File: src/bpd_pkg.sv
// Shared types and constants of the 8-bit palette BMP decoder.
package bpd_pkg;

    localparam int DEF_MAX_WIDTH       = 2048;
    localparam int DEF_MAX_HEIGHT      = 2048;
    localparam int DEF_PALETTE_ENTRIES = 256;

    localparam int QUEUE_DEPTH = 4;

    localparam logic [15:0] BMP_MAGIC    = 16'h4D42;
    localparam logic [15:0] BPP_EIGHT    = 16'd8;
    localparam logic [31:0] FULL_PALETTE = 32'd256;

    // header byte positions at which a field is complete
    localparam logic [10:0] POS_MAGIC    = 11'd1;
    localparam logic [10:0] POS_WIDTH    = 11'd21;
    localparam logic [10:0] POS_HEIGHT   = 11'd25;
    localparam logic [10:0] POS_BPP      = 11'd29;
    localparam logic [10:0] POS_COMPRESS = 11'd33;
    localparam logic [10:0] POS_COLORS   = 11'd49;
    localparam logic [10:0] POS_HDR_LAST = 11'd53;

    // floor(x / 3) == (x * 683) >> 11 for every x below 2048
    localparam logic [19:0] DIV3_MUL   = 20'd683;
    localparam int          DIV3_SHIFT = 11;

    localparam logic CFG_ALPHA_MODE  = 1'b0;
    localparam logic CFG_FIXED_ALPHA = 1'b1;

    typedef enum logic [2:0] {
        PH_HEADER,
        PH_PALETTE,
        PH_PIXELS,
        PH_PAD,
        PH_IDLE
    } phase_t;

    typedef enum logic [1:0] {
        ERR_MAGIC,
        ERR_BPP,
        ERR_COMPRESSED,
        ERR_SIZE
    } err_code_t;

    typedef struct packed {
        logic      is_error;
        err_code_t error_code;
        logic      black;
        logic      last;
        logic [7:0] index;
    } entry_t;

    typedef struct packed {
        logic        en;
        logic [7:0]  addr;
        logic [23:0] data;
    } pal_wr_t;

endpackage

File: src/bpd_back.sv
// Pixel pipeline: palette lookup, alpha computation and output register.
module bpd_back #(
    parameter int PALETTE_ENTRIES = bpd_pkg::DEF_PALETTE_ENTRIES
) (
    input  logic                               clk,
    input  logic                               rst_n,
    input  bpd_pkg::entry_t                    head,
    input  logic                               queue_empty,
    output logic                               pop,
    output logic                               ram_re,
    output logic [$clog2(PALETTE_ENTRIES)-1:0] ram_raddr,
    input  logic [23:0]                        ram_rdata,
    input  logic                               alpha_mode,
    input  logic [7:0]                         fixed_alpha,
    output logic                               m_tvalid,
    input  logic                               m_tready,
    output logic [39:0]                        m_tdata,  // error_code, red, green, blue, alpha
    output logic                               m_tuser,  // is_error
    output logic                               m_tlast
);

    import bpd_pkg::*;

    localparam int AW = $clog2(PALETTE_ENTRIES);

    logic   s1_valid_reg, s2_valid_reg, out_valid_reg;
    entry_t s1_meta_reg, s2_meta_reg;
    logic [7:0] s2_red_reg, s2_green_reg, s2_blue_reg;
    logic [9:0] s2_sum_reg;

    logic [7:0]  out_red_reg, out_green_reg, out_blue_reg, out_alpha_reg;
    logic [1:0]  out_code_reg;
    logic        out_error_reg, out_last_reg;

    logic        out_take, s2_take, s1_take;
    logic        zero_rgb;
    logic [7:0]  sel_red, sel_green, sel_blue;
    logic [19:0] prod;

    assign out_take = !out_valid_reg || m_tready;
    assign s2_take  = !s2_valid_reg || out_take;
    assign s1_take  = !s1_valid_reg || s2_take;
    assign pop      = !queue_empty && s1_take;

    assign ram_re    = pop;
    assign ram_raddr = head.index[AW-1:0];

    assign zero_rgb  = s1_meta_reg.is_error || s1_meta_reg.black;
    assign sel_red   = zero_rgb ? 8'd0 : ram_rdata[23:16];
    assign sel_green = zero_rgb ? 8'd0 : ram_rdata[15:8];
    assign sel_blue  = zero_rgb ? 8'd0 : ram_rdata[7:0];

    assign prod = 20'(s2_sum_reg) * DIV3_MUL;

    always_ff @(posedge clk or negedge rst_n)
    begin
        if (!rst_n)
        begin
            s1_valid_reg  <= 1'b0;
            s2_valid_reg  <= 1'b0;
            out_valid_reg <= 1'b0;
        end
        else
        begin
            if (s1_take)
            begin
                s1_valid_reg <= pop;
            end
            if (s2_take)
            begin
                s2_valid_reg <= s1_valid_reg;
            end
            if (out_take)
            begin
                out_valid_reg <= s2_valid_reg;
            end
        end
    end

    always_ff @(posedge clk)
    begin
        if (pop)
        begin
            s1_meta_reg <= head;
        end
        if (s2_take && s1_valid_reg)
        begin
            s2_meta_reg  <= s1_meta_reg;
            s2_red_reg   <= sel_red;
            s2_green_reg <= sel_green;
            s2_blue_reg  <= sel_blue;
            s2_sum_reg   <= 10'(sel_red) + 10'(sel_green) + 10'(sel_blue);
        end
        if (out_take && s2_valid_reg)
        begin
            out_error_reg <= s2_meta_reg.is_error;
            out_code_reg  <= s2_meta_reg.is_error ? s2_meta_reg.error_code : ERR_MAGIC;
            out_last_reg  <= s2_meta_reg.last && !s2_meta_reg.is_error;
            out_red_reg   <= s2_red_reg;
            out_green_reg <= s2_green_reg;
            out_blue_reg  <= s2_blue_reg;
            if (s2_meta_reg.is_error)
            begin
                out_alpha_reg <= 8'd0;
            end
            else if (alpha_mode)
            begin
                out_alpha_reg <= fixed_alpha;
            end
            else
            begin
                out_alpha_reg <= prod[DIV3_SHIFT +: 8];
            end
        end
    end

    assign m_tvalid = out_valid_reg;
    assign m_tdata  = {6'd0, out_alpha_reg, out_blue_reg, out_green_reg, out_red_reg,
                       out_code_reg};
    assign m_tuser  = out_error_reg;
    assign m_tlast  = out_last_reg;

endmodule

File: config.mk
export PLATFORM = sky130hd
export DESIGN_NAME = bpd_back
export DESIGN_NICKNAME = d
export VERILOG_FILES = /design/src/bpd_pkg.sv /design/src/bpd_back.sv
export SDC_FILE = /design/constraint.sdc
export NUM_CORES = 1
export LEC_CHECK = 0
export BUFFER_PORTS_ARGS = -buffer_cell sky130_fd_sc_hd__buf_4
export CORE_UTILIZATION = 52
export CTS_BUF_LIST = sky130_fd_sc_hd__clkbuf_4 sky130_fd_sc_hd__clkbuf_8
export CTS_CLUSTER_SIZE = 28
export DETAILED_ROUTE_END_ITERATION = 7
export GPL_ROUTABILITY_DRIVEN = 0
export MAX_ROUTING_LAYER = met4
export PLACE_DENSITY_LB_ADDON = 0.3
export SKIP_LAST_GASP = 1
export SYNTH_ARGS = -nofsm -noshare
export SYNTH_HDL_FRONTEND = slang
export SYNTH_SLANG_ARGS = --single-unit
File: constraint.sdc
create_clock -name clk -period 4.1 [get_ports clk]
set_input_delay 1.23 -clock clk [delete_from_list [all_inputs] [get_ports clk]]
set_output_delay 1.23 -clock clk [all_outputs]
set_load 0.05 [all_outputs]
==> run summary <==
status = complete, but fails checks
failing checks = negative setup slack
max reg flops = 10
Max transition margin = 41.06%
first-pass GRT wire length = 15,900 µm
CTS Root Cell = clkbuf_8
Die Area = 0.01038 mm²
Layout Nets = 678
area delta synth->final = 27.89%
setup slack at placement = -0.2755 ns
dpl hpwl = 7589 µm
total power = 0.005369 W
Synth area leaders = edfxtp_1, ha_1, fa_1
Final Setup Violations = 6
fill count = 712
worst setup margin = -0.1849 ns
crit path launch type = flop
TritonCTS clock tree = yes
largest net degree at the start of global routing = 39
fin crit period = 4.285 ns
power per cell area = 808.9 mW/mm²
Max Clock Skew = 0.007364 ns
RR Startpoint = s2_sum_reg[5]
Async S/R FF share, synth = 3.659%
Die W = 101.9 µm
min-delay src = s2_blue_reg[5]
Vias = 3,410
# H-tree levels = 3
drt pass-1 iters = 4
cells on worst reg2reg path = 17
I/O pin cnt = 103
crit path cell chain = buf_6 > ha_4 > ha_4 > inv_2 > fa_2 > inv_2 > fa_1 > inv_1 > fa_2 > inv_2 > ha_4 > nand2_4 > a211oi_2 > a41o_2 > a211oi_4 > mux2i_1 > o211ai_1
fmax = 233.4 MHz
final slew viol count = 0
DIE HEIGHT = 101.9 µm
number of synthesized flops with an enable pin = 79
Initial Util = 53.34%
vias in the first global route = 3,533
Num CTS Buffers = 9
slowest stage delay, CP = 0.53 ns
Clock Sinks = 82
share of cells above drive strength 1 = 33.46%
CP max-delay cell = fa_2
count leader, synth = edfxtp_1
drt wl/cell = 15.13 µm
area fraction of the dominant cell type after synthesis = 45.71%
Post-Syn Instances = 419
Max FO, Critical Path = 4
Fin. Hold Viols = 0
Synth Cell Area = 0.005190 mm²
max_cap viols = 0
Routed WL = 10,150 µm
Tot GR Track Use = 21.25%
Port Buf Inserts = 80
Max Root-Sink Buffers = 2
ant diodes = 0
Yosys Warn Count = 0
clock latency at the later pin of the worst-skew pair = 0.36 ns
RSZ-0062 raised after global routing = yes
commonest cells in the netlist = edfxtp_1, ha_1, inv_1, fa_1, and2_1
ANT nets after route = 0
Hold Path Depth = 0
post-route clock period utilization = 104.5%
CP Class = flop to flop
Avg Inst Size Synth = 12.39 µm²
actual slew at the worst max-slew pin = 0.8842 ns
Site Rows = 36
CP Capture Type = flop
Hold Crit Class = flop to flop
CP arrival = 4.39 ns
Primary FF master, synth = edfxtp_1
clk slew on worst S/H paths = 0.09 ns
initial antenna violation count = 0
post-synthesis register bit count = 82
Core Footprint = 0.009729 mm²
VDD IR max = 0.6696 mV
global route total overflow = 0
sequential share of the synthesized area = 47.16%
leading area contributor after synthesis = edfxtp_1
drt drc = 0
Via density = 5.082
initial DRC count = 82
Worst Path Required = 4.21 ns
leakage power = 2.965 nW
crit path from = s2_sum_reg[5]
count of cell types in the netlist = 43
what timing repair did:
action                     CTS  global route
setup buffers               11             1
gates resized for setup     27            12
hold endpoints to repair     0             0
hold buffers                 0             0
setup endpoints to repair    7             8
pin swaps                   27            18
cell type report:
type / count / area, µm² / share of cell area (%)
Inverter: 59 / 221.5 / 3.336
Sequential cell: 82 / 2447 / 36.87
Clock inverter: 7 / 82.58 / 1.244
Multi-Input combinational cell: 262 / 2691 / 40.55
Tap cell: 133 / 166.4 / 2.507
Timing Repair Buffer: 119 / 904.6 / 13.63
Clock buffer: 9 / 123.9 / 1.866
cells in the final DEF (no fill, tap or decap), drive strengths merged, types with 3 or more instances in the layout:
cell type and n:
edfxtp 79, buf 119, a211oi 4, nor2b 3, a21oi 14, ha 65, xor2 3, dfrtp 3
fa 30, and2 27, conb 6, o21a 3, nor2 15, a21o 6, nand3 3, clkbuf 9
nand4 5, nand2 22, o211ai 5, xnor2 9, o21ai 16, inv 63
stage by stage:
stage | std cells | instance area (µm²) | setup TNS [ns] | hold slack, ns | utilization [%]
after floorplan | 424 | 5304 | -0.006899 | 0.4003 | -
after global placement | 643 | 6135 | -0.6575 | 0.4002 | 63.05
after detailed placement | 643 | 6135 | -1.185 | 0.4054 | 63.05
after CTS | 670 | 6591 | -0.5497 | 0.4251 | 67.75
final | 671 | 6638 | -0.7633 | 0.4260 | 68.22
after global routing | 671 | 6638 | -1.724 | 0.4316 | 68.22
kinds of logic (layout without fill, tap and decap cells):
family                     count (synthesis)  count (layout)  share of synthesized area, %
buffers and inverters                     80             194                         6.967
muxes                                      2               2                        0.3857
xor gates and xnor gates                  12              12                         2.025
adders and majority gates                 95              95                         27.24
other                                      1               6                       0.07225
and+or+nand+nor                           89              89                         8.968
DFF                                       82              82                         47.16
AOI/OAI and AO/OA                         58              58                         7.184
path summary, 6_finish.rpt:
kind | to | slack (ns)
worst max register to register | out_alpha_reg[7] | -0.18
worst min register to register | out_blue_reg[5] | 0.43
min in group asynchronous | m_tvalid | 0.64
max in group asynchronous | s2_valid_reg | 3.36
worst min-delay path | out_blue_reg[5] | 0.43
worst max-delay path | out_alpha_reg[7] | -0.18
report_power, final:
| part | switching [W] | total [W] | leakage (nW) | internal (W) |
|---|---|---|---|---|
| logic | 0.00197 | 0.00363 | 2.05 | 0.00166 |
| registers | 0.0000432 | 0.00111 | 0.815 | 0.00107 |
| clock network | 0.000328 | 0.000621 | 0.104 | 0.000293 |
metal layers:
layer  up-vias  track usage [%]  part of all wire (%)
li1       1667                -                     -
met1      1626            23.07                    41
met2        96            38.98                    54
met3        21            3.830                   3.5
met4         0            7.363                   2.1
met5         -                -                     0
critical path: cells and delay by family (launching register included):
family / cells / cell delay (ns)
compound gates: 4 / 0.72
simple gates: 1 / 0.07
mux: 1 / 0.23
flops: 1 / 0.42
fa+ha+maj: 6 / 2.30
buf+inv: 5 / 0.30
No activity file was read; power rests on OpenSTA's default activity.
