$ cat src/bpd_pkg.sv
// Shared types and constants of the 8-bit palette BMP decoder.
package bpd_pkg;

    localparam int DEF_MAX_WIDTH       = 2048;
    localparam int DEF_MAX_HEIGHT      = 2048;
    localparam int DEF_PALETTE_ENTRIES = 256;

    localparam int QUEUE_DEPTH = 4;

    localparam logic [15:0] BMP_MAGIC    = 16'h4D42;
    localparam logic [15:0] BPP_EIGHT    = 16'd8;
    localparam logic [31:0] FULL_PALETTE = 32'd256;

    // header byte positions at which a field is complete
    localparam logic [10:0] POS_MAGIC    = 11'd1;
    localparam logic [10:0] POS_WIDTH    = 11'd21;
    localparam logic [10:0] POS_HEIGHT   = 11'd25;
    localparam logic [10:0] POS_BPP      = 11'd29;
    localparam logic [10:0] POS_COMPRESS = 11'd33;
    localparam logic [10:0] POS_COLORS   = 11'd49;
    localparam logic [10:0] POS_HDR_LAST = 11'd53;

    // floor(x / 3) == (x * 683) >> 11 for every x below 2048
    localparam logic [19:0] DIV3_MUL   = 20'd683;
    localparam int          DIV3_SHIFT = 11;

    localparam logic CFG_ALPHA_MODE  = 1'b0;
    localparam logic CFG_FIXED_ALPHA = 1'b1;

    typedef enum logic [2:0] {
        PH_HEADER,
        PH_PALETTE,
        PH_PIXELS,
        PH_PAD,
        PH_IDLE
    } phase_t;

    typedef enum logic [1:0] {
        ERR_MAGIC,
        ERR_BPP,
        ERR_COMPRESSED,
        ERR_SIZE
    } err_code_t;

    typedef struct packed {
        logic      is_error;
        err_code_t error_code;
        logic      black;
        logic      last;
        logic [7:0] index;
    } entry_t;

    typedef struct packed {
        logic        en;
        logic [7:0]  addr;
        logic [23:0] data;
    } pal_wr_t;

endpackage

$ cat src/bpd_fifo.sv
// Short queue of classified requests between the parser and the pixel pipeline.
module bpd_fifo (
    input  logic            clk,
    input  logic            rst_n,
    input  logic            push,
    input  bpd_pkg::entry_t push_entry,
    input  logic            pop,
    output bpd_pkg::entry_t head,
    output logic            empty,
    output logic            full
);

    import bpd_pkg::*;

    localparam int PW = $clog2(QUEUE_DEPTH);
    localparam int CW = $clog2(QUEUE_DEPTH + 1);

    entry_t        slots [QUEUE_DEPTH];
    logic [PW-1:0] wr_ptr_reg, rd_ptr_reg;
    logic [CW-1:0] count_reg;

    assign empty = count_reg == CW'(0);
    assign full  = count_reg == CW'(QUEUE_DEPTH);
    assign head  = slots[rd_ptr_reg];

    always_ff @(posedge clk or negedge rst_n)
    begin
        if (!rst_n)
        begin
            wr_ptr_reg <= '0;
            rd_ptr_reg <= '0;
            count_reg  <= '0;
        end
        else
        begin
            if (push)
            begin
                wr_ptr_reg <= (wr_ptr_reg == PW'(QUEUE_DEPTH - 1)) ? '0 : wr_ptr_reg + PW'(1);
            end
            if (pop)
            begin
                rd_ptr_reg <= (rd_ptr_reg == PW'(QUEUE_DEPTH - 1)) ? '0 : rd_ptr_reg + PW'(1);
            end
            if (push && !pop)
            begin
                count_reg <= count_reg + CW'(1);
            end
            else if (pop && !push)
            begin
                count_reg <= count_reg - CW'(1);
            end
        end
    end

    always_ff @(posedge clk)
    begin
        if (push)
        begin
            slots[wr_ptr_reg] <= push_entry;
        end
    end

endmodule

$ cat config.mk
export PLATFORM = sky130hd
export DESIGN_NAME = bpd_fifo
export DESIGN_NICKNAME = d
export VERILOG_FILES = /design/src/bpd_pkg.sv /design/src/bpd_fifo.sv
export SDC_FILE = /design/constraint.sdc
export NUM_CORES = 1
export LEC_CHECK = 0
export ABC_AREA = 1
export BUFFER_PORTS_ARGS = -buffer_cell sky130_fd_sc_hd__buf_2
export CAP_MARGIN = 20
export CORE_ASPECT_RATIO = 0.5
export CORE_MARGIN = 4
export CORE_UTILIZATION = 28
export DETAILED_ROUTE_END_ITERATION = 6
export GPL_ROUTABILITY_DRIVEN = 0
export HOLD_SLACK_MARGIN = 0.06
export PLACE_DENSITY = 0.55
export SYNTH_ARGS = -nofsm -noshare
export SYNTH_HDL_FRONTEND = slang
export SYNTH_SLANG_ARGS = --single-unit
$ cat constraint.sdc
create_clock -name clk -period 3.2 [get_ports clk]
set_clock_uncertainty 0.1 [all_clocks]
set_input_delay 0.48 -clock clk [delete_from_list [all_inputs] [get_ports clk]]
set_output_delay 0.48 -clock clk [all_outputs]
set_load 0.05 [all_outputs]
==> results of run 1 <==
-- per-layer routing --
metal,GRT usage,vias to the layer above,wire [um]
li1,-,764,-
met1,0.105,742,1990
met2,0.156,20,2240
met3,0.0406,6,203
met4,0.0415,0,85
met5,0,-,0
-- final cells by class --
| cell class | count | share of cell area |
|---|---|---|
| clock buffer | 11 | 0.0757 |
| clock inverter | 5 | 0.0252 |
| inverter | 39 | 0.0476 |
| multi-input combinational | 98 | 0.182 |
| sequential | 59 | 0.565 |
| tap | 117 | 0.0476 |
| timing repair buffer | 33 | 0.0562 |
-- worst max path at each step --
stage / start / slack (ns) / end / depth (start not counted)
5_1_grt: rd_ptr_reg[0] / 0.51 / head[3] / 5
3_3_place_gp: rd_ptr_reg[0] / 1.12 / head[10] / 4
6_report: rd_ptr_reg[0] / 0.75 / head[12] / 5
4_1_cts: rd_ptr_reg[0] / 0.72 / head[12] / 5
2_1_floorplan: count_reg[0] / 1.10 / empty / 1
3_5_place_dp: rd_ptr_reg[0] / 1.07 / head[12] / 5
-- worst register-to-register path, cell delays in order, from the launching register on --
cell and delay, ns:
dfrtp_1 0.40, inv_1 0.11, ha_1 0.15, nand2_1 0.05
inv_1 0.47
-- stage by stage --
stage	power (mW)	hold slack, ns	util	setup slack [ns]
5_1_grt	3.39	0.264	0.352	0.509
2_1_floorplan	2.02	0.0844	-	1.10
3_3_place_gp	2.21	0.224	0.315	1.12
3_5_place_dp	2.24	0.229	0.315	1.07
6_report	3.20	0.274	0.352	0.746
4_1_cts	3.24	0.260	0.352	0.716
-- placed cells by master, fill, tap and decap left out --
cell           Yosys  final
xnor2_1            1      1
buf_4              1      1
buf_2              0     31
o21ai_1            2      2
inv_2              2      2
bufinv_16          0      2
nor2_1             1      1
nand3_1            1      1
nand4_1            1      1
o211ai_2           2      2
clkinv_2           0      2
nand2_1           55     55
inv_1             37     37
ha_1               6      6
clkbuf_16          0      9
o211ai_1          24     24
dlygate4sd3_1      0      1
nor3_1             2      2
fa_1               1      1
o21ai_0            2      2
clkbuf_1           0      2
dfrtp_1            7      7
edfxtp_1          52     52
clkinvlp_4         0      1
-- synth_stat cells, drive strengths merged --
master	n	share of area
nand3	1	0.0020
nand2	55	0.082
xnor2	1	0.0035
nor2	1	0.0015
o21ai	4	0.0079
nor3	2	0.0040
dfrtp	7	0.070
o211ai	26	0.081
fa	1	0.0079
buf	7	0.030
inv	39	0.058
edfxtp	52	0.62
ha	6	0.030
nand4	1	0.0025
-- cells by family (layout without fill, tap and decap cells) --
family                   Yosys count  after routing  share of synthesized area
AO/OA/AOI/OAI                     30             30                     0.0894
XOR/XNOR                           1              1                    0.00348
flip-flops                        59             59                      0.690
buffers and inverters             46             88                     0.0879
AND/OR/NAND/NOR                   60             60                     0.0919
adder cells (fa/ha/maj)            7              7                     0.0378
-- power groups by stage --
stage / Sequential [mW] / Clock, mW / Combinational (mW)
2_1_floorplan: 1.07 / 0 / 0.945
3_3_place_gp: 1.09 / 0 / 1.12
3_5_place_dp: 1.10 / 0 / 1.14
4_1_cts: 1.08 / 1.01 / 1.15
5_1_grt: 1.10 / 1.05 / 1.24
6_report: 1.08 / 0.990 / 1.12
==> flow_summary_export.csv, run 1 <==
group,metric,value,unit
flow_run,max_cap_viol_count,0,
power_and_ir_drop,leakagePower,1.31,nW
cells_and_area,multi_input_area,561,um^2
cts,cts_inserted_buffers,9,
cells_and_area,largest_reg_flops,52,
timing,tns,0,ns
logic_synthesis,ys_seq_area_frac,0.690,
global_routing,grt_pass1_vias,1518,
setup_path,cp-start-kind,"register",
timing,period_share,0.767,
logic_synthesis,netlist_area,2520,um^2
worst_hold_path,holdPathStages,1,
floorplan,die_w,142,um
power_and_ir_drop,p_sw_frac,0.390,
outcome,run_status,"finished, final reports clean",
cts,cts_root_buf,"clkbuf_16",
floorplan,fp.dieH,75.1,um
cells_and_area,final_cells,362,
setup_path,rrSetupSlack,1.55,ns
setup_path,cp.arrival,1.87,ns
global_routing,grt_max_degree,54,
routing,drc,0,
timing,post-route-min-period,2.45,ns
global_routing,grtUsageTotal,0.0926,
global_routing,antenna_found_initial,0,
power_and_ir_drop,p_int,1.95,mW
cells_and_area,area_growth,22.0,%
place,place_inst,345,
timing,finalSetupViolCount,0,
setup_path,rr_endpoint,"slots[0][10]",
setup_path,worst-path-max-fanout,53,
cts,cts_setup_buffers,0,
power_and_ir_drop,p_sw,1.25,mW
place,dpl.hpwl,2930,um
cts,path_clk_slew,0.05,ns
floorplan,initial_core_util,0.288,
logic_synthesis,yosysWarnings,0,
setup_path,cp_cell_sequence,"inv_2, nand2_1, o211ai_1, nand2_1, buf_2",
setup_path,ff2ff_path_depth,4,
logic_synthesis,syn-num-nets,227,
timing,hold_viol_final,0,
place,io_buffers,31,
power_and_ir_drop,power.density,1040,nW/um^2
floorplan,rows,24,
routing,drt_pass1_iterations,4,
logic_synthesis,synth.avg_cell_area,12.4,um^2
global_routing,grt_pass1_wl,7270,um
cells_and_area,fillers,820,
setup_path,worst_setup_path_end_kind,"output pin",
power_and_ir_drop,vdd_ir_drop_max,0.425,mV
routing,drt-vias-per-instance,4.23,
timing,slew_viol_final,0,
logic_synthesis,ys_types,18,
routing,vias,1532,
setup_path,critical_path_buf_inv_count,2,
setup_path,cp_slowest_cell,"inv_2",
cts,clk-insertion-delay-late,0.32,ns
cells_and_area,regArea,1740,um^2
timing,fmax,408,MHz
routing,wl_per_cell,12.5,um
routing,drt_iter0_drc,34,
worst_hold_path,worstHoldStart,"push_entry[9]",
cts,cts_tree,"built",
global_routing,overflow,0,
floorplan,fp.dieArea,10700,um^2
timing,slew_headroom,0.459,
cts,post_cts_resized,0,
timing,tightest_slew,0.810,ns
cts,clockBufferDepth,2,
setup_path,crit_top_cell,"nand2_1",
cells_and_area,num_antenna_cells,0,
setup_path,cp_slowest_stage_delay,0.60,ns
cells_and_area,layout-drive-gt1-share,0.204,
setup_path,crit_type,"reg -> out",
routing,wl,4520,um
place,place_area,2750,um^2
worst_hold_path,min_path_type,"in -> reg",
setup_path,worst_path_dominant_cell_family,"buffers and inverters",
logic_synthesis,synth-seq-cells,59,
power_and_ir_drop,combPwrFrac,0.352,
cells_and_area,final_cell_area,3070,um^2
floorplan,io_pins,32,
cts,cts_hold_buffers,1,
power_and_ir_drop,power_frac_seq,0.338,
setup_path,crit_required,2.62,ns
setup_path,reg2reg_from,"wr_ptr_reg[0]",
timing,rsz0062_at_grt,"false",
floorplan,core_area,8740,um^2
cts,clock-sinks,59,
cts,htreeDepth,3,
worst_hold_path,min_to,"slots[2][9]",
routing,drtAntennaViolNets,0,
logic_synthesis,synthCells,203,
power_and_ir_drop,clockPowerShare,0.310,
cells_and_area,nNetsFinal,264,
Power figures use the tool's default switching activity.
==> run 2, diff against run 1 <==
clock period = 2.3 ns   (was 3.2 ns; I/O delays follow)
==> run 2 against run 1 <==
  * Non-clock buffer count rose by 2
  * Largest power group unchanged
  * Critical path type unchanged
  * Die area did not move
  * First-iteration DRC count increased by 110%
  * Combinational power grew 42%
  * Sequential share of layout area down 1.1 points
  * Clock power grew 52%
==> flow_summary_export.csv, run 2 (synthesized netlist as in run 1, its figures left out) <==
group,metric,value,unit
outcome,run_status,"finished, final reports clean",
setup_path,worst_setup_path_end_kind,"output pin",
routing,drtAntennaViolNets,0,
cells_and_area,regArea,1740,um^2
routing,vias,1517,
timing,hold_viol_final,0,
global_routing,grtUsageTotal,0.0915,
power_and_ir_drop,leakagePower,1.35,nW
floorplan,fp.dieArea,10700,um^2
cts,path_clk_slew,0.05,ns
floorplan,io_pins,32,
cts,cts_inserted_buffers,9,
setup_path,cp.arrival,1.61,ns
cts,cts_tree,"built",
timing,post-route-min-period,2.05,ns
timing,finalSetupViolCount,0,
timing,hold_ws,0.135,ns
timing,period_share,0.893,
setup_path,critical_path_buf_inv_count,2,
setup_path,worst-path-max-fanout,14,
timing,tns,0,ns
floorplan,core_area,8740,um^2
setup_path,cp_slowest_stage_delay,0.50,ns
setup_path,worst_path_dominant_cell_family,"buffers and inverters",
cts,cts_root_buf,"clkbuf_16",
cells_and_area,area_growth,24.3,%
power_and_ir_drop,power.density,1470,nW/um^2
place,io_buffers,31,
setup_path,cp_slowest_cell,"dfrtp_1",
floorplan,initial_core_util,0.288,
power_and_ir_drop,finalPower,4.61,mW
timing,tightest_slew,0.634,ns
power_and_ir_drop,vdd_ir_drop_max,0.489,mV
setup_path,crit_type,"reg -> out",
cells_and_area,layout_common_cells,"55 x nand2_1, 52 x edfxtp_1, 37 x inv_1",
setup_path,cp_cell_sequence,"inv_2, o211ai_1, nand2_1, buf_2",
routing,wl_per_cell,12.3,um
power_and_ir_drop,p_sw,1.75,mW
routing,drt-vias-per-instance,4.17,
global_routing,grt_pass1_vias,1458,
cts,clockBufferDepth,2,
global_routing,grt_pass1_wl,7170,um
power_and_ir_drop,power_frac_seq,0.327,
power_and_ir_drop,p_sw_frac,0.380,
cts,clock-sinks,59,
cts,htreeDepth,3,
power_and_ir_drop,combPwrFrac,0.346,
routing,drc,0,
timing,rsz0062_at_grt,"false",
timing,slew_viol_final,0,
place,dpl.hpwl,2950,um
cells_and_area,multi_input_area,561,um^2
routing,drt_pass1_iterations,4,
cells_and_area,layout_commonest_cell,"nand2_1",
setup_path,cp-start-kind,"register",
power_and_ir_drop,p_int,2.86,mW
timing,fmax,487,MHz
cells_and_area,nNetsFinal,266,
routing,drt_iter0_drc,71,
cells_and_area,num_antenna_cells,0,
worst_hold_path,min_path_type,"in -> reg",
routing,wl,4460,um
cells_and_area,fillers,811,
timing,slew_headroom,0.577,
global_routing,antenna_found_initial,2,
setup_path,crit_required,1.86,ns
cells_and_area,layout-drive-gt1-share,0.215,
floorplan,fp.dieH,75.1,um
flow_run,max_cap_viol_count,0,
floorplan,rows,24,
cells_and_area,fin_util,0.358,
global_routing,overflow,0,
cts,clk-insertion-delay-late,0.32,ns
cts,cts_setup_buffers,0,
cells_and_area,largest_reg_flops,52,
floorplan,die_w,142,um
global_routing,grt_max_degree,32,
power_and_ir_drop,clockPowerShare,0.327,
==> run 2: cell count changes in the layout (fill, tap and decap cells not counted), sizes merged <==
cell,previous run,this run
buf,32,34
bufinv,2,3
clkbuf,11,9
clkinv,2,4
clkinvlp,1,0
==> run 2: per-stage QoR <==
step	instance area, um^2	worst slack (ns)	instances
after floorplan	2520	0.333	203
after global placement	2780	0.572	347
after detailed placement	2780	0.567	347
after CTS	3130	0.230	364
after global routing	3130	0.125	364
final	3130	0.247	364
==> run 2: worst paths after layout <==
kind | startpoint | endpoint | slack [ns] | depth (start not counted)
min | push_entry[1] | slots[1][1] | 0.13 | 1
max reg2reg | wr_ptr_reg[0] | slots[2][7] | 0.65 | 4
min in group asynchronous | rst_n | rd_ptr_reg[1] | 0.30 | 2
max in group asynchronous | rst_n | wr_ptr_reg[0] | 1.63 | 2
min reg2reg | count_reg[2] | count_reg[2] | 0.40 | 2
max | rd_ptr_reg[1] | head[10] | 0.25 | 4
==> run 2: power by group through the flow <==
stage	Combinational [mW]	Clock [mW]	Sequential, mW
after floorplan	1.32	0	1.49
after global placement	1.59	0	1.52
after detailed placement	1.62	0	1.53
after CTS	1.62	1.53	1.51
after global routing	1.75	1.59	1.53
final	1.59	1.50	1.51
==> run 2: timing repair <==
action                    4_1_cts  5_1_grt
resized for setup               0        0
hold endpoints to repair        7        0
hold buffers                    1        0
==> run 2: area by class of cell <==
type | instances | share of cell area
clock buffer | 9 | 0.0719
inverter | 39 | 0.0467
sequential | 59 | 0.555
tap | 117 | 0.0467
clock inverter | 7 | 0.0372
timing repair buffer | 35 | 0.0639
multi-input combinational | 98 | 0.179
==> run 2: worst reg2reg max path: stages, from the launching register on <==
cell and delay (ns):
dfrtp_1 0.40, inv_1 0.11, ha_1 0.15, nand2_1 0.05, inv_1 0.46
==> run 2: per-layer routing <==
layer / wire length, um / GRT usage
met1: 1950 / 0.106
met3: 219 / 0.0412
met5: 14 / 0
met4: 76 / 0.0468
met2: 2210 / 0.146
==> run 3, diff against run 2 <==
==> constraint.sdc (replaced) <==
create_clock -name clk -period 2.3 [get_ports clk]
set_clock_uncertainty 0.1 [all_clocks]
set_input_delay 0.23 -clock clk [delete_from_list [all_inputs] [get_ports clk]]
set_output_delay 0.23 -clock clk [all_outputs]
set_load 0.05 [all_outputs]
==> run 3 against run 2 <==
  * Non-clock buffer count grew 13
  * Die area stayed put
  * Global-route usage increased by 0.18 points
  * Register-to-register slack barely moved
  * Critical path type unchanged
  * Largest power group unchanged
==> flow_summary_export.csv, run 3 (synthesized netlist as in run 1, its figures left out) <==
group,metric,value,unit
outcome,run_status,"finished, final reports clean",
power_and_ir_drop,vdd_ir_drop_max,0.524,mV
setup_path,cp-start-kind,"register",
routing,drtAntennaViolNets,0,
global_routing,grt_max_degree,30,
global_routing,grtUsageTotal,0.0933,
timing,slew_viol_final,0,
floorplan,die_w,142,um
setup_path,crit_type,"reg -> out",
timing,post-route-min-period,2.08,ns
timing,hold_ws,0.120,ns
timing,fmax,480,MHz
setup_path,ff2ff_path_depth,4,
setup_path,crit_required,1.97,ns
cells_and_area,layout_common_cells,"55 x nand2_1, 52 x edfxtp_1, 37 x inv_1",
cells_and_area,nNetsFinal,279,
routing,drc,0,
setup_path,reg2reg_from,"wr_ptr_reg[0]",
routing,drt_pass1_iterations,4,
setup_path,rr_endpoint,"slots[0][3]",
floorplan,fp.dieArea,10700,um^2
setup_path,rrSetupSlack,0.64,ns
timing,tns,0,ns
timing,fin_ws,0.216,ns
flow_run,max_cap_viol_count,0,
cts,cts_root_buf,"clkbuf_16",
routing,drt_iter0_drc,79,
cts,path_clk_slew,0.05,ns
timing,tightest_slew,0.625,ns
floorplan,core_area,8740,um^2
routing,vias,1573,
setup_path,cp.arrival,1.75,ns
cts,cts_inserted_buffers,9,
power_and_ir_drop,power.density,1370,nW/um^2
worst_hold_path,min_to,"wr_ptr_reg[0]",
cts,htreeDepth,3,
floorplan,fp.dieH,75.1,um
cells_and_area,fin_util,0.369,
cts,clockBufferDepth,2,
floorplan,io_pins,32,
cts,clock-sinks,59,
floorplan,initial_core_util,0.288,
cells_and_area,largest_reg_flops,52,
setup_path,cp_slowest_cell,"dfrtp_1",
cells_and_area,final_cell_area,3220,um^2
timing,period_share,0.906,
global_routing,grt_pass1_vias,1572,
worst_hold_path,holdPathStages,2,
setup_path,cp_cell_sequence,"inv_2, buf_12, nand2_1, o211ai_1, nand2_1, buf_2",
place,io_buffers,31,
cells_and_area,final_cells,377,
place,dpl.hpwl,2970,um
timing,hold_viol_final,0,
global_routing,grt_pass1_wl,7460,um
setup_path,worst_setup_path_end_kind,"output pin",
cts,cts_tree,"built",
routing,wl,4580,um
worst_hold_path,min_path_type,"in -> reg",
worst_hold_path,worstHoldStart,"push",
timing,finalSetupViolCount,0,
floorplan,rows,24,
cells_and_area,area_growth,28.0,%
timing,slew_headroom,0.583,
place,post-place-ws,0.559,ns
cells_and_area,layout-drive-gt1-share,0.204,
place,place_inst,346,
power_and_ir_drop,leakagePower,1.38,nW
cells_and_area,layout_commonest_cell,"nand2_1",
setup_path,crit_top_cell,"nand2_1",
routing,drt-vias-per-instance,4.17,
setup_path,worst-path-max-fanout,29,
routing,wl_per_cell,12.1,um
setup_path,cp_slowest_stage_delay,0.41,ns
cells_and_area,num_antenna_cells,0,
place,place_area,2770,um^2
timing,rsz0062_at_grt,"false",
cts,clk-insertion-delay-late,0.32,ns
global_routing,antenna_found_initial,0,
global_routing,overflow,0,
power_and_ir_drop,finalPower,4.42,mW
## run 3: cell types whose count changed in the layout (fill, tap and decap cells not counted)
cell and delta:
bufinv_16 -2, clkinv_4 -1, clkinvlp_4 +2, inv_6 +2
clkinv_1 -1, buf_4 -1, dlygate4sd3_1 +14
## run 3: final cells by class
type	count	area (um^2)
clock buffer	9	225
fill	833	5510
multi-input combinational	98	561
inverter	39	146
clock inverter	7	76.3
sequential	59	1740
tap	117	146
timing repair buffer	48	333
## run 3: repair_timing
action	in CTS	in global routing
setup buffers	0	0
hold buffers	15	0
hold endpoints to repair	60	0
resized for setup	0	0
setup endpoints to repair	0	0
## run 3: critical path, delay by kind of cell, from the launching register on
family,cells,cell delay (ns)
DFF,1,0.41
AOI/OAI and AO/OA,1,0.09
and+or+nand+nor,2,0.14
buffers and inverters,3,0.77
## run 3: layer usage
| layer | track usage | vias to the layer above | routed length [um] |
|---|---|---|---|
| li1 | - | 792 | - |
| met2 | 0.168 | 26 | 2440 |
| met5 | 0 | - | 0 |
| met4 | 0.0426 | 0 | 75 |
| met1 | 0.100 | 749 | 1940 |
| met3 | 0.0355 | 6 | 124 |
## run 3: worst max path at each step
stage	from	endpoint	slack (ns)
6_report	rd_ptr_reg[0]	head[12]	0.22
5_1_grt	rd_ptr_reg[0]	head[3]	0.1
4_1_cts	rd_ptr_reg[0]	head[8]	0.20
3_5_place_dp	rd_ptr_reg[0]	head[3]	0.56
3_3_place_gp	rd_ptr_reg[0]	head[11]	0.59
2_1_floorplan	count_reg[0]	empty	0.45
## run 3: power breakdown
group | switching (mW) | total, mW | leakage (nW) | internal, mW
clock | 0.463 | 1.31 | 0.142 | 0.844
sequential | 0.119 | 1.51 | 0.562 | 1.40
combinational | 1.19 | 1.60 | 0.671 | 0.414
