$ cat src/bpd_pkg.sv
// Shared types and constants of the 8-bit palette BMP decoder.
package bpd_pkg;

    localparam int DEF_MAX_WIDTH       = 2048;
    localparam int DEF_MAX_HEIGHT      = 2048;
    localparam int DEF_PALETTE_ENTRIES = 256;

    localparam int QUEUE_DEPTH = 4;

    localparam logic [15:0] BMP_MAGIC    = 16'h4D42;
    localparam logic [15:0] BPP_EIGHT    = 16'd8;
    localparam logic [31:0] FULL_PALETTE = 32'd256;

    // header byte positions at which a field is complete
    localparam logic [10:0] POS_MAGIC    = 11'd1;
    localparam logic [10:0] POS_WIDTH    = 11'd21;
    localparam logic [10:0] POS_HEIGHT   = 11'd25;
    localparam logic [10:0] POS_BPP      = 11'd29;
    localparam logic [10:0] POS_COMPRESS = 11'd33;
    localparam logic [10:0] POS_COLORS   = 11'd49;
    localparam logic [10:0] POS_HDR_LAST = 11'd53;

    // floor(x / 3) == (x * 683) >> 11 for every x below 2048
    localparam logic [19:0] DIV3_MUL   = 20'd683;
    localparam int          DIV3_SHIFT = 11;

    localparam logic CFG_ALPHA_MODE  = 1'b0;
    localparam logic CFG_FIXED_ALPHA = 1'b1;

    typedef enum logic [2:0] {
        PH_HEADER,
        PH_PALETTE,
        PH_PIXELS,
        PH_PAD,
        PH_IDLE
    } phase_t;

    typedef enum logic [1:0] {
        ERR_MAGIC,
        ERR_BPP,
        ERR_COMPRESSED,
        ERR_SIZE
    } err_code_t;

    typedef struct packed {
        logic      is_error;
        err_code_t error_code;
        logic      black;
        logic      last;
        logic [7:0] index;
    } entry_t;

    typedef struct packed {
        logic        en;
        logic [7:0]  addr;
        logic [23:0] data;
    } pal_wr_t;

endpackage

$ cat src/bpd_front.sv
// Byte parser: header checks, palette load and pixel/row bookkeeping.
module bpd_front #(
    parameter int MAX_WIDTH       = bpd_pkg::DEF_MAX_WIDTH,
    parameter int MAX_HEIGHT      = bpd_pkg::DEF_MAX_HEIGHT,
    parameter int PALETTE_ENTRIES = bpd_pkg::DEF_PALETTE_ENTRIES
) (
    input  logic             clk,
    input  logic             rst_n,
    input  logic             s_tvalid,
    output logic             s_tready,
    input  logic [7:0]       s_tdata,
    input  logic             s_tuser,
    input  logic             queue_full,
    input  logic             queue_empty,
    output logic             push,
    output bpd_pkg::entry_t  push_entry,
    output bpd_pkg::pal_wr_t pal_wr
);

    import bpd_pkg::*;

    localparam int WW = $clog2(MAX_WIDTH + 1);
    localparam int HW = $clog2(MAX_HEIGHT + 1);
    localparam int NW = $clog2(PALETTE_ENTRIES + 1);

    phase_t        phase_reg, phase_next;
    logic [10:0]   pos_reg, pos_next;
    logic [31:0]   shift_reg, shift_next;
    logic          fault_reg, fault_next;
    logic [WW-1:0] width_reg, width_next;
    logic [HW-1:0] height_reg, height_next;
    logic [NW-1:0] colors_reg, colors_next;
    logic [WW-1:0] col_reg, col_next;
    logic [HW-1:0] row_reg, row_next;
    logic [1:0]    pad_reg, pad_next;
    logic [7:0]    blue_reg, blue_next;
    logic [7:0]    green_reg, green_next;

    logic accept;

    // hold palette bytes of a new file until older pixels have read the RAM
    assign s_tready = !queue_full && !(phase_reg == PH_PALETTE && !queue_empty);
    assign accept   = s_tvalid && s_tready;

    always_ff @(posedge clk or negedge rst_n)
    begin
        if (!rst_n)
        begin
            phase_reg  <= PH_HEADER;
            pos_reg    <= '0;
            shift_reg  <= '0;
            fault_reg  <= 1'b0;
            width_reg  <= '0;
            height_reg <= '0;
            colors_reg <= NW'(PALETTE_ENTRIES);
            col_reg    <= '0;
            row_reg    <= '0;
            pad_reg    <= '0;
            blue_reg   <= '0;
            green_reg  <= '0;
        end
        else
        begin
            phase_reg  <= phase_next;
            pos_reg    <= pos_next;
            shift_reg  <= shift_next;
            fault_reg  <= fault_next;
            width_reg  <= width_next;
            height_reg <= height_next;
            colors_reg <= colors_next;
            col_reg    <= col_next;
            row_reg    <= row_next;
            pad_reg    <= pad_next;
            blue_reg   <= blue_next;
            green_reg  <= green_next;
        end
    end

    always_comb
    begin
        phase_t        cur_phase;
        logic [10:0]   cur_pos;
        logic [31:0]   v;
        logic [31:0]   n;
        logic          fault;
        logic [WW-1:0] col_inc;
        logic [HW-1:0] row_inc;
        logic [1:0]    pad_len;

        phase_next  = phase_reg;
        pos_next    = pos_reg;
        shift_next  = shift_reg;
        fault_next  = fault_reg;
        width_next  = width_reg;
        height_next = height_reg;
        colors_next = colors_reg;
        col_next    = col_reg;
        row_next    = row_reg;
        pad_next    = pad_reg;
        blue_next   = blue_reg;
        green_next  = green_reg;

        push                  = 1'b0;
        push_entry.is_error   = 1'b0;
        push_entry.error_code = ERR_MAGIC;
        push_entry.black      = 1'b0;
        push_entry.last       = 1'b0;
        push_entry.index      = s_tdata;
        pal_wr.en             = 1'b0;
        pal_wr.addr           = pos_reg[9:2];
        pal_wr.data           = {s_tdata, green_reg, blue_reg};

        cur_phase = s_tuser ? PH_HEADER : phase_reg;
        cur_pos   = s_tuser ? 11'd0 : pos_reg;
        v         = {s_tdata, (s_tuser ? 24'd0 : shift_reg[31:8])};
        n         = (v == 32'd0) ? FULL_PALETTE : v;
        fault     = s_tuser ? 1'b0 : fault_reg;
        col_inc   = col_reg + WW'(1);
        row_inc   = row_reg + HW'(1);
        pad_len   = 2'(3'd4 - {1'b0, 2'(width_reg)});

        if (accept)
        begin
            phase_next = cur_phase;
            pos_next   = cur_pos;
            fault_next = fault;
            case (cur_phase)
                PH_HEADER:
                begin
                    shift_next = v;
                    pos_next   = cur_pos + 11'd1;
                    if (cur_pos == POS_MAGIC && v[31:16] != BMP_MAGIC)
                    begin
                        push                  = 1'b1;
                        push_entry.is_error   = 1'b1;
                        push_entry.error_code = ERR_MAGIC;
                        phase_next            = PH_IDLE;
                    end
                    else if (cur_pos == POS_WIDTH)
                    begin
                        fault_next = fault || v == 32'd0 || v > 32'(MAX_WIDTH);
                        width_next = WW'(v);
                    end
                    else if (cur_pos == POS_HEIGHT)
                    begin
                        fault_next  = fault || v == 32'd0 || v > 32'(MAX_HEIGHT);
                        height_next = HW'(v);
                    end
                    else if (cur_pos == POS_BPP && v[31:16] != BPP_EIGHT)
                    begin
                        push                  = 1'b1;
                        push_entry.is_error   = 1'b1;
                        push_entry.error_code = ERR_BPP;
                        phase_next            = PH_IDLE;
                    end
                    else if (cur_pos == POS_COMPRESS && v != 32'd0)
                    begin
                        push                  = 1'b1;
                        push_entry.is_error   = 1'b1;
                        push_entry.error_code = ERR_COMPRESSED;
                        phase_next            = PH_IDLE;
                    end
                    else if (cur_pos == POS_COLORS)
                    begin
                        if (n > 32'(PALETTE_ENTRIES))
                        begin
                            fault_next = 1'b1;
                        end
                        else
                        begin
                            colors_next = NW'(n);
                        end
                        if (fault || n > 32'(PALETTE_ENTRIES))
                        begin
                            push                  = 1'b1;
                            push_entry.is_error   = 1'b1;
                            push_entry.error_code = ERR_SIZE;
                            phase_next            = PH_IDLE;
                        end
                    end
                    else if (cur_pos == POS_HDR_LAST)
                    begin
                        phase_next = PH_PALETTE;
                        pos_next   = 11'd0;
                    end
                end
                PH_PALETTE:
                begin
                    pos_next    = cur_pos + 11'd1;
                    pal_wr.addr = cur_pos[9:2];
                    case (cur_pos[1:0])
                        2'd0:    blue_next  = s_tdata;
                        2'd1:    green_next = s_tdata;
                        2'd2:    pal_wr.en  = 1'b1;
                        default: ;
                    endcase
                    if (cur_pos[1:0] == 2'd3 &&
                        ({1'b0, cur_pos[9:2]} + 9'd1) == 9'(colors_reg))
                    begin
                        phase_next = PH_PIXELS;
                        col_next   = '0;
                        row_next   = '0;
                        pad_next   = '0;
                    end
                end
                PH_PAD:
                begin
                    pad_next = pad_reg - 2'd1;
                    if (pad_reg == 2'd1)
                    begin
                        phase_next = PH_PIXELS;
                    end
                end
                PH_PIXELS:
                begin
                    push             = 1'b1;
                    push_entry.black = {1'b0, s_tdata} >= 9'(colors_reg);
                    col_next         = col_inc;
                    if (col_inc >= width_reg)
                    begin
                        col_next = '0;
                        row_next = row_inc;
                        if (row_inc >= height_reg)
                        begin
                            push_entry.last = 1'b1;
                            phase_next      = PH_IDLE;
                        end
                        else
                        begin
                            pad_next = pad_len;
                            if (pad_len != 2'd0)
                            begin
                                phase_next = PH_PAD;
                            end
                        end
                    end
                end
                default: ;
            endcase
        end
    end

endmodule

$ cat config.mk
export PLATFORM = sky130hd
export DESIGN_NAME = bpd_front
export DESIGN_NICKNAME = d
export VERILOG_FILES = /design/src/bpd_pkg.sv /design/src/bpd_front.sv
export SDC_FILE = /design/constraint.sdc
export NUM_CORES = 1
export LEC_CHECK = 0
export ABC_AREA = 1
export BUFFER_PORTS_ARGS = -buffer_cell sky130_fd_sc_hd__buf_2
export CAP_MARGIN = 0
export CELL_PAD_IN_SITES_DETAIL_PLACEMENT = 0
export CELL_PAD_IN_SITES_GLOBAL_PLACEMENT = 1
export CORE_ASPECT_RATIO = 1.4
export CORE_MARGIN = 5
export CORE_UTILIZATION = 48
export CTS_CLUSTER_SIZE = 14
export DETAILED_ROUTE_END_ITERATION = 10
export GPL_TIMING_DRIVEN = 0
export MAX_ROUTING_LAYER = met4
export PLACE_DENSITY = 0.84
export RECOVER_POWER = 100
export SYNTH_ARGS = -nofsm -noshare
export SYNTH_HDL_FRONTEND = slang
export SYNTH_SLANG_ARGS = --single-unit
$ cat constraint.sdc
create_clock -name clk -period 5.7 [get_ports clk]
set_input_delay 0.57 -clock clk [delete_from_list [all_inputs] [get_ports clk]]
set_output_delay 0.57 -clock clk [all_outputs]
set_load 0.03 [all_outputs]
==> flow_summary_export.csv, run 1 <==
group,metric,value,unit
grt,antenna_found_initial,0,
clocking,cts_sinks,114,
routing,num_vias,6349,
run_status,run_status,"complete, but fails checks",
routing,firstDrtPassIters,5,
synthesis,synthMuxAreaShare,0,
routing,drt-initial-drc-count,251,
routing,drc,0,
grt,gr-usage-met3,0.0466,
synthesis,synth-seq-area-share,0.398,
clocking,root_buffer,"clkbuf_16",
clocking,htreeDepth,4,
routing,wl_per_cell,15.2,microns
floorplan,dieHeight,155,microns
synthesis,synthSimpleGateAreaFrac,0.269,
clocking,cts_buffer_depth,2,
timing,period_share,0.775,
finish,antenna_cells,0,
timing,fin_crit,4420,ps
finish,drive_above_1_share,0.0779,
floorplan,initial_core_util,0.483,
timing,worst-slew-pin-transition,2180,ps
timing,fmax,0.226,GHz
worst_setup_path,critPathCaptureType,"output port",
min_path,hold_path_class,"input port to register",
clocking,cts_resized,0,
synthesis,syn_nets,1030,
grt,track_usage,0.238,
grt,met1_usage,0.277,
timing,rsz0062_at_grt,"no",
power_and_ir_drop,ir_drop,0.209,mV
routing,wl,19100,microns
routing,via_per_inst,5.05,
worst_setup_path,crit_path_max_incr_delay,650,ps
worst_setup_path,critical_path_class,"input port to output port",
clocking,post_cts_buffers,0,
routing,ant_nets,0,
floorplan,dieArea,17500,sq um
power_and_ir_drop,cellLeakagePower,4.10,nW
worst_setup_path,crit_family,"simple AND/OR/NAND/NOR gates",
worst_setup_path,crit_required,5130,ps
synthesis,syn-instance-count,972,
synthesis,avgSynthCellArea,7.38,sq um
clocking,path_clk_slew,60,ps
run_status,violations,"max-capacitance violations, max-slew violations",
worst_setup_path,arrival,3850,ps
clocking,clk_latency,430,ps
timing,final-setup-viol-count,0,
synthesis,yosysWarningCount,0,
timing,slew_viol_final,117,
clocking,holdBufCountCts,0,
worst_setup_path,crit_chain,"clkbuf_1 > clkbuf_1 > nor2_1 > inv_1 > ha_1 > nand2_1 > nor3_1 > nand2_1 > nor3_1 > nand2_1 > nand2_1 > nand2_1 > a21oi_1 > clkbuf_1",
grt,grt_pass1_wl,32100,microns
placement,placed_area,7750,sq um
timing,finalClockSkew,14.9,ps
finish,syn_to_final_growth,13.8,%
finish,layout.nets,1111,
placement,dp_hpwl,14600,microns
floorplan,core_area,14900,sq um
grt,grt_overflow,0,
timing,maxSlewHeadroom,-0.450,
floorplan,die_w,113,microns
power_and_ir_drop,power_density,328,nW/um^2
clocking,cts_buffers,17,
placement,numPortBuffers,61,
clocking,cts_tree,"done",
floorplan,ios,62,
synthesis,synth_xor_area_frac,0.0293,
synthesis,ys_seq_elements,114,
grt,grt-busiest-layer,"met2",
timing,hold_viol_final,0,
worst_setup_path,path_buf_inv,4,
worst_setup_path,cp-start-kind,"input port",
synthesis,synth_top_family_by_area,"simple AND/OR/NAND/NOR gates",
finish,largest_reg_flops,24,
placement,place_congestion,0.881,
grt,grt_start_max_net_pins,77,
synthesis,synthAdderAreaFrac,0.0767,
run,drv_cap,2,
worst_setup_path,critPathSlowestCell,"clkbuf_1",
floorplan,rows,53,
synthesis,syn_area,7180,sq um
worst_setup_path,crit_fanout,10,
grt,grt_pass1_vias,6490,
synthesis,synth_compound_area_frac,0.124,
grt,met2_usage,0.399,
finish,final_util,0.550,
worst_setup_path,critPathMostFrequentCell,"nand2_1",
finish,finish.instance_area,8170,sq um
timing,final.setup.tns,0,ps
synthesis,ys_types,48,
## synth_stat cells (all sizes together)
master     n  area (sq um)
nand3b     2          15.0
xnor2      3          26.3
and3b      1          8.76
nor4       3          18.8
nand3     43           220
dfstp      1          26.3
o311ai     1          8.76
nand2    298          1130
o21bai     1          7.51
o21a       1          7.51
o22ai      3          18.8
xor2      21           184
or2        5          31.3
ha        44           551
a2bb2oi    1          8.76
dfrtp    113          2830
inv      125           469
and2       2          12.5
nand4      9          56.3
o211ai     4          35.0
nor2      84           338
nor3       9          66.3
o31ai      3          22.5
a32o       1          10.0
a31oi      2          12.5
a21oi     33           173
a22oi      5          37.5
o21ai    103           542
nor3b      3          27.5
buf       28           200
a31o       1          8.76
clkbuf    19          71.3
## cell usage in the layout, fill, tap and decap left out, types with 8 or more instances in the layout
| cell | Yosys | layout |
|---|---|---|
| nand4_1 | 9 | 9 |
| dfrtp_1 | 113 | 113 |
| clkbuf_1 | 19 | 78 |
| a21oi_1 | 31 | 33 |
| buf_2 | 7 | 13 |
| nand2_1 | 294 | 296 |
| o21ai_0 | 84 | 98 |
| buf_4 | 17 | 16 |
| nand3_1 | 42 | 43 |
| inv_1 | 121 | 123 |
| ha_1 | 44 | 44 |
| nor3_1 | 6 | 8 |
| clkbuf_16 | 0 | 17 |
| xor2_1 | 21 | 21 |
| nor2_1 | 77 | 79 |
## per-layer routing
| layer | vias to the layer above | share of wire |
|---|---|---|
| met5 | - | 0 |
| met4 | 0 | 0.036 |
| met3 | 39 | 0.036 |
| met2 | 127 | 0.50 |
| met1 | 2924 | 0.42 |
| li1 | 3259 | - |
## final timing paths
check,slack (ps),cells after the start,start,end
max in group asynchronous,2100,2,rst_n,height_reg[9]
max,1280,14,s_tuser,push
min in group asynchronous,760,1,rst_n,col_reg[9]
max reg2reg,2110,16,col_reg[0],row_reg[0]
min,450,3,s_tdata[2],shift_reg[26]
min reg2reg,480,2,shift_reg[23],shift_reg[23]
## stage by stage
stage	cells	hold slack [ps]	worst slack (ps)	power, mW
floorplan	972	274	2340	1.44
global placement	1225	462	2170	1.63
CTS	1258	54.1	1640	2.72
finish	1258	451	1280	2.68
global route	1258	482	1060	2.82
detailed placement	1226	473	2130	1.64
## cell families (layout without fill, tap and decap cells)
| family | count (synthesis) | after routing |
|---|---|---|
| AO/OA/AOI/OAI | 159 | 159 |
| XOR/XNOR | 24 | 24 |
| adder cells (fa/ha/maj) | 44 | 44 |
| buffers and inverters | 172 | 266 |
| flip-flops | 114 | 114 |
| AND/OR/NAND/NOR | 459 | 459 |
## power by group
part	total, mW	leakage, nW	internal [mW]	switching [mW]
logic	0.598	2.28	0.168	0.429
clock network	1.08	0.288	0.621	0.455
registers	1.00	1.54	0.930	0.0751
## worst register-to-register path, stage by stage, from the launching register on
cell      delay (ps)
dfrtp_1          420
nand3_1          140
nor2_1           180
nand2_1          100
and3b_1          260
nand3_1           90
xor2_1           140
inv_1             70
ha_1             290
nand2_1           90
or2_2            100
nand2_1           50
a21oi_1          180
nand3_1          250
o211ai_1         530
clkbuf_1         410
o21ai_0          140
## final cells by class
class / instances / area [sq um]
clock buffer: 17 / 425
multi-input combinational: 686 / 3520
clock inverter: 15 / 161
inverter: 125 / 469
timing repair buffer: 62 / 248
tap: 192 / 240
buffer: 47 / 246
sequential: 114 / 2850
fill: 1544 / 6690
(Power assumes the default switching activity.)
==> run 2: changes to the inputs <==
--- a/config.mk
+++ b/config.mk
@@ -12,12 +12,12 @@
 export CELL_PAD_IN_SITES_GLOBAL_PLACEMENT = 1
 export CORE_ASPECT_RATIO = 1.4
 export CORE_MARGIN = 5
-export CORE_UTILIZATION = 48
+export CORE_UTILIZATION = 44
 export CTS_CLUSTER_SIZE = 14
 export DETAILED_ROUTE_END_ITERATION = 10
 export GPL_TIMING_DRIVEN = 0
 export MAX_ROUTING_LAYER = met4
-export PLACE_DENSITY = 0.84
+export PLACE_DENSITY = 0.78
 export RECOVER_POWER = 100
 export SYNTH_ARGS = -nofsm -noshare
 export SYNTH_HDL_FRONTEND = slang
==> constraint.sdc (replaced) <==
create_clock -name clk -period 4.2 [get_ports clk]
set_input_delay 0.42 -clock clk [delete_from_list [all_inputs] [get_ports clk]]
set_output_delay 0.42 -clock clk [all_outputs]
set_load 0.03 [all_outputs]
==> flow_summary_export.csv, run 2 (synthesized netlist as in run 1, its figures left out) <==
group,metric,value,unit
run_status,run_status,"complete, but fails checks",
run_status,violations,"max-capacitance violations, max-slew violations",
power_and_ir_drop,p_switching,1.30,mW
power_and_ir_drop,p_int,2.34,mW
timing,slew_viol_final,33,
power_and_ir_drop,cellLeakagePower,4.12,nW
clocking,cts_resized,0,
clocking,cts_tree,"done",
floorplan,core_area,16100,sq um
grt,grt_overflow,0,
power_and_ir_drop,netSwitchingFraction,0.358,
timing,worst-slew-pin-transition,1790,ps
power_and_ir_drop,ir_drop,0.258,mV
worst_setup_path,crit_chain,"nand3_1 > inv_1 > nand4_1 > or2_2 > nor2_1 > nand3_1 > xor2_1 > inv_1 > ha_1 > nand2_1 > nor2_1 > and2_1 > nand2_1 > nand3_1 > nand2_1 > inv_1 > nand2_1 > nor2_1 > clkbuf_2",
grt,antenna_found_initial,0,
finish,antenna_cells,0,
worst_setup_path,critical_path_depth,19,
routing,met1_length,8400,microns
routing,via_per_inst,4.94,
clocking,post_cts_buffers,0,
finish,largest_reg_flops,24,
worst_setup_path,path_buf_inv,4,
power_and_ir_drop,power_density,443,nW/um^2
floorplan,initial_core_util,0.446,
routing,wl_per_cell,15.2,microns
clocking,htreeDepth,4,
placement,placed_area,7760,sq um
run,drv_cap,1,
power_and_ir_drop,fin_total_pwr,3.64,mW
routing,dr_wl_met3,532,microns
routing,num_vias,6257,
finish,layout.nets,1112,
routing,highest_layer,"met4",
power_and_ir_drop,pwr-share-comb,0.225,
min_path,min_path_cells,3,
floorplan,dieArea,19000,sq um
worst_setup_path,critical_path_class,"register to output port",
floorplan,die_w,118,microns
finish,syn_to_final_growth,14.4,%
clocking,path_clk_slew,60,ps
worst_setup_path,critPathMostFrequentCell,"nand2_1",
finish,final_util,0.510,
clocking,root_buffer,"clkbuf_16",
worst_setup_path,arrival,3390,ps
routing,wl,19200,microns
finish,layout_common_cells,"296 x nand2_1, 122 x inv_1, 113 x dfrtp_1",
worst_setup_path,crit_fanout,5,
timing,fin_crit,3810,ps
timing,finalClockSkew,9.36,ps
routing,ant_nets,0,
timing,hold_viol_final,0,
clocking,cts_sinks,114,
grt,grt_pass1_wl,32300,microns
power_and_ir_drop,pwr-share-clk,0.402,
worst_setup_path,crit_family,"simple AND/OR/NAND/NOR gates",
min_path,hold_path_class,"input port to register",
placement,numPortBuffers,61,
placement,place_congestion,0.871,
clocking,clk_latency,420,ps
finish,finish.instance_area,8210,sq um
worst_setup_path,worst-r2r-cell-count,17,
timing,rsz0062_at_grt,"no",
routing,wl_met2,9860,microns
worst_setup_path,cp-start-kind,"register",
worst_setup_path,crit_required,3780,ps
worst_setup_path,critPathCaptureType,"output port",
worst_setup_path,crit_path_max_incr_delay,430,ps
routing,firstDrtPassIters,4,
grt,grt_start_max_net_pins,84,
finish,drive_above_1_share,0.0843,
floorplan,rows,55,
floorplan,dieHeight,161,microns
timing,final-setup-viol-count,0,
routing,drt-initial-drc-count,300,
grt,grt_pass1_vias,6321,
routing,drc,0,
power_and_ir_drop,p_seq_frac,0.373,
finish,final_common_cell,"nand2_1",
timing,period_share,0.906,
worst_setup_path,critPathSlowestCell,"dfrtp_1",
clocking,holdBufCountCts,1,
timing,fmax,0.263,GHz
clocking,cts_buffer_depth,2,
floorplan,ios,62,
timing,maxSlewHeadroom,-0.193,
placement,dp_hpwl,14800,microns
grt,track_usage,0.216,
timing,final.setup.tns,0,ps
clocking,cts_buffers,17,
run 2: cell count changes in the layout (fill, tap and decap cells not counted), sizes merged:
cell         change
clkbuf           -2
clkinv           -1
buf              +2
inv              +1
dlygate4sd3      +1
run 2: worst paths after layout:
path / start / slack (ps) / endpoint
max: row_reg[2] / 390 / push_entry[8]
min: s_tdata[2] / 300 / shift_reg[26]
max reg2reg: col_reg[0] / 560 / row_reg[8]
min reg2reg: width_reg[5] / 480 / width_reg[5]
max in group asynchronous: rst_n / 1100 / colors_reg[2]
min in group asynchronous: rst_n / 1010 / col_reg[9]
run 2: per-stage QoR:
step / cells / hold WS [ps] / setup slack, ps
global placement: 1232 / 462 / 739
detailed placement: 1233 / 329 / 731
global route: 1266 / 316 / 75.3
floorplan: 972 / 124 / 1100
CTS: 1266 / 290 / 362
finish: 1266 / 304 / 394
run 2: area by class of cell:
cell class,count,area [sq um]
clock inverter,15,161
sequential,114,2850
tap,199,249
timing repair buffer,63,263
inverter,125,469
clock buffer,17,425
buffer,47,254
fill,1684,7900
multi-input combinational,686,3530
run 2: worst register-to-register path: stages (launching register included):
cell	delay [ps]
dfrtp_1	430
nand3_1	140
nor2_1	180
nand2_1	110
and3b_1	260
nand3_1	90
xor2_1	150
inv_1	80
ha_1	290
nand2_1	90
or2_2	100
nand2_1	50
a21oi_1	190
nand3_1	260
o211ai_1	540
clkbuf_1	430
nand2_1	100
o21ai_0	90
run 2: routing by layer:
layer	vias to the layer above	track usage
li1	3268	-
met1	2852	0.258
met2	107	0.374
met3	30	0.0308
met4	0	0.0762
met5	-	-
run 2: power groups by stage:
| stage | Combinational [mW] | Clock, mW | Sequential, mW |
|---|---|---|---|
| after detailed placement | 0.855 | 0 | 1.37 |
| final | 0.820 | 1.46 | 1.36 |
| after CTS | 0.860 | 1.48 | 1.36 |
| after global placement | 0.845 | 0 | 1.37 |
| after floorplan | 0.499 | 0 | 1.46 |
| after global routing | 0.922 | 1.55 | 1.38 |
==> run 3: changes to the inputs <==
--- a/config.mk
+++ b/config.mk
@@ -12,12 +12,12 @@
 export CELL_PAD_IN_SITES_GLOBAL_PLACEMENT = 1
 export CORE_ASPECT_RATIO = 1.4
 export CORE_MARGIN = 5
-export CORE_UTILIZATION = 44
+export CORE_UTILIZATION = 48
 export CTS_CLUSTER_SIZE = 14
 export DETAILED_ROUTE_END_ITERATION = 10
 export GPL_TIMING_DRIVEN = 0
 export MAX_ROUTING_LAYER = met4
-export PLACE_DENSITY = 0.78
+export PLACE_DENSITY = 0.84
 export RECOVER_POWER = 100
 export SYNTH_ARGS = -nofsm -noshare
 export SYNTH_HDL_FRONTEND = slang
==> constraint.sdc (replaced) <==
create_clock -name clk -period 4.5 [get_ports clk]
set_input_delay 0.45 -clock clk [delete_from_list [all_inputs] [get_ports clk]]
set_output_delay 0.45 -clock clk [all_outputs]
set_load 0.03 [all_outputs]
==> flow_summary_export.csv, run 3 (synthesized netlist as in run 1, its figures left out) <==
group,metric,value,unit
grt,grt_pass1_wl,32100,microns
routing,drc,0,
timing,slew_viol_final,40,
worst_setup_path,critical_path_class,"register to output port",
grt,track_usage,0.238,
grt,grt_overflow,0,
worst_setup_path,critPathMostFrequentCell,"nand2_1",
min_path,hold_path_class,"input port to register",
worst_setup_path,path_buf_inv,4,
finish,finish.instance_area,8190,sq um
clocking,cts_tree,"done",
routing,drt-initial-drc-count,240,
floorplan,ios,62,
timing,hold_viol_final,0,
power_and_ir_drop,power_density,414,nW/um^2
clocking,clk_latency,430,ps
finish,final_util,0.551,
floorplan,die_w,113,microns
grt,grt_start_max_net_pins,77,
timing,rsz0062_at_grt,"no",
finish,final_common_cell,"nand2_1",
clocking,path_clk_slew,60,ps
timing,fin_ws,598,ps
clocking,htreeDepth,4,
floorplan,core_area,14900,sq um
timing,final-setup-viol-count,0,
placement,pre_cts_slack,1040,ps
timing,finalClockSkew,13.7,ps
floorplan,rows,53,
finish,multiInputGateArea,3520,sq um
timing,fmax,0.256,GHz
finish,n_fill_cell,1541,
routing,via_per_inst,5.05,
placement,placed_cells,1226,
finish,layout_common_cells,"294 x nand2_1, 122 x inv_1, 113 x dfrtp_1",
power_and_ir_drop,ir_drop,0.265,mV
routing,num_vias,6364,
placement,numPortBuffers,61,
finish,largest_reg_flops,24,
finish,layout.nets,1112,
worst_setup_path,crit_family,"simple AND/OR/NAND/NOR gates",
worst_setup_path,critPathCaptureType,"output port",
timing,final.setup.tns,0,ps
finish,syn_to_final_growth,14.2,%
finish,antenna_cells,0,
power_and_ir_drop,cellLeakagePower,4.14,nW
placement,placed_area,7750,sq um
finish,seq_area,2850,sq um
clocking,cts_buffer_depth,2,
worst_setup_path,crit_chain,"nand3_1 > inv_1 > nand4_1 > or2_2 > nor2_1 > nand3_1 > xor2_1 > inv_1 > ha_1 > nand2_1 > nor2_1 > and2_0 > nand2_1 > nand3_1 > nand2_1 > inv_1 > nand2_1 > nor2_1 > buf_2",
worst_setup_path,critPathSlowestCell,"dfrtp_1",
clocking,cts_sinks,114,
timing,worst-slew-pin-transition,2190,ps
worst_setup_path,crit_required,4050,ps
floorplan,dieArea,17500,sq um
placement,dp_hpwl,14600,microns
clocking,cts_resized,0,
floorplan,initial_core_util,0.483,
finish,final_cells,1259,
timing,maxSlewHeadroom,-0.459,
grt,antenna_found_initial,0,
grt,grt_pass1_vias,6490,
worst_setup_path,crit_path_max_incr_delay,430,ps
routing,wl_per_cell,15.2,microns
clocking,root_buffer,"clkbuf_16",
routing,wl,19100,microns
timing,period_share,0.867,
worst_setup_path,arrival,3450,ps
run_status,violations,"max-capacitance violations, max-slew violations",
clocking,cts_buffers,17,
finish,drive_above_1_share,0.0843,
worst_setup_path,crit_fanout,5,
floorplan,dieHeight,155,microns
worst_setup_path,cp-start-kind,"register",
run_status,run_status,"complete, but fails checks",
min_path,worstHoldStart,"s_tdata[2]",
timing,fin_crit,3900,ps
run,drv_cap,1,
placement,place_congestion,0.881,
routing,ant_nets,0,
routing,firstDrtPassIters,5,
worst_setup_path,r2r_start,"col_reg[0]",
worst_setup_path,startpoint,"row_reg[2]",
run 3: cell types whose count changed in the layout (fill, tap and decap cells not counted), moves of 2 or more:
cell | before | now
nand2_1 | 296 | 294
o21ai_1 | 4 | 1
a21oi_2 | 2 | 0
a21oi_1 | 31 | 33
o21ai_0 | 97 | 99
run 3: final timing paths:
| kind | to | slack [ps] | cells past startpoint |
|---|---|---|---|
| min | shift_reg[26] | 340 | 3 |
| max in group asynchronous | colors_reg[4] | 1150 | 3 |
| max | push_entry[8] | 600 | 19 |
| min in group asynchronous | col_reg[9] | 1200 | 2 |
| min reg2reg | shift_reg[23] | 480 | 2 |
| max reg2reg | row_reg[5] | 900 | 17 |
run 3: repair_timing:
action / in CTS / in global routing
hold buffers: 1 / 0
hold endpoints to repair: 38 / 0
buffers inserted: 0 / 0
run 3: cell type report:
cell class              count  share of cell area
repair buffers             63              0.0321
clock buffers              17              0.0519
multi-input cells         686               0.430
inverters                 125              0.0573
flip-flops and latches    114               0.348
well taps                 192              0.0293
clock inverters            15              0.0197
plain buffers              47              0.0310
run 3: tightest hold or removal path: stages:
cell,delay (ps)
buf_2,150
nand2_1,60
o21ai_0,60
run 3: power breakdown:
group	leakage (nW)	internal, mW	switching, mW
combinational	2.31	0.214	0.546
sequential	1.54	1.18	0.0954
clock	0.288	0.786	0.574
run 3: per-stage QoR:
stage	total power [mW]	hold WS (ps)
after detailed placement	2.08	390
final	3.39	336
after CTS	3.45	314
after global placement	2.06	462
after floorplan	1.82	154
after global routing	3.58	362
run 3: metal layers:
| metal | track usage | wire length, microns | share of wire | vias up |
|---|---|---|---|---|
| met1 | 0.277 | 8020 | 0.42 | 2926 |
| met5 | - | 0 | 0 | - |
| met4 | 0.101 | 661 | 0.035 | 0 |
| met3 | 0.0466 | 732 | 0.038 | 37 |
| li1 | - | - | - | 3262 |
| met2 | 0.399 | 9700 | 0.51 | 139 |
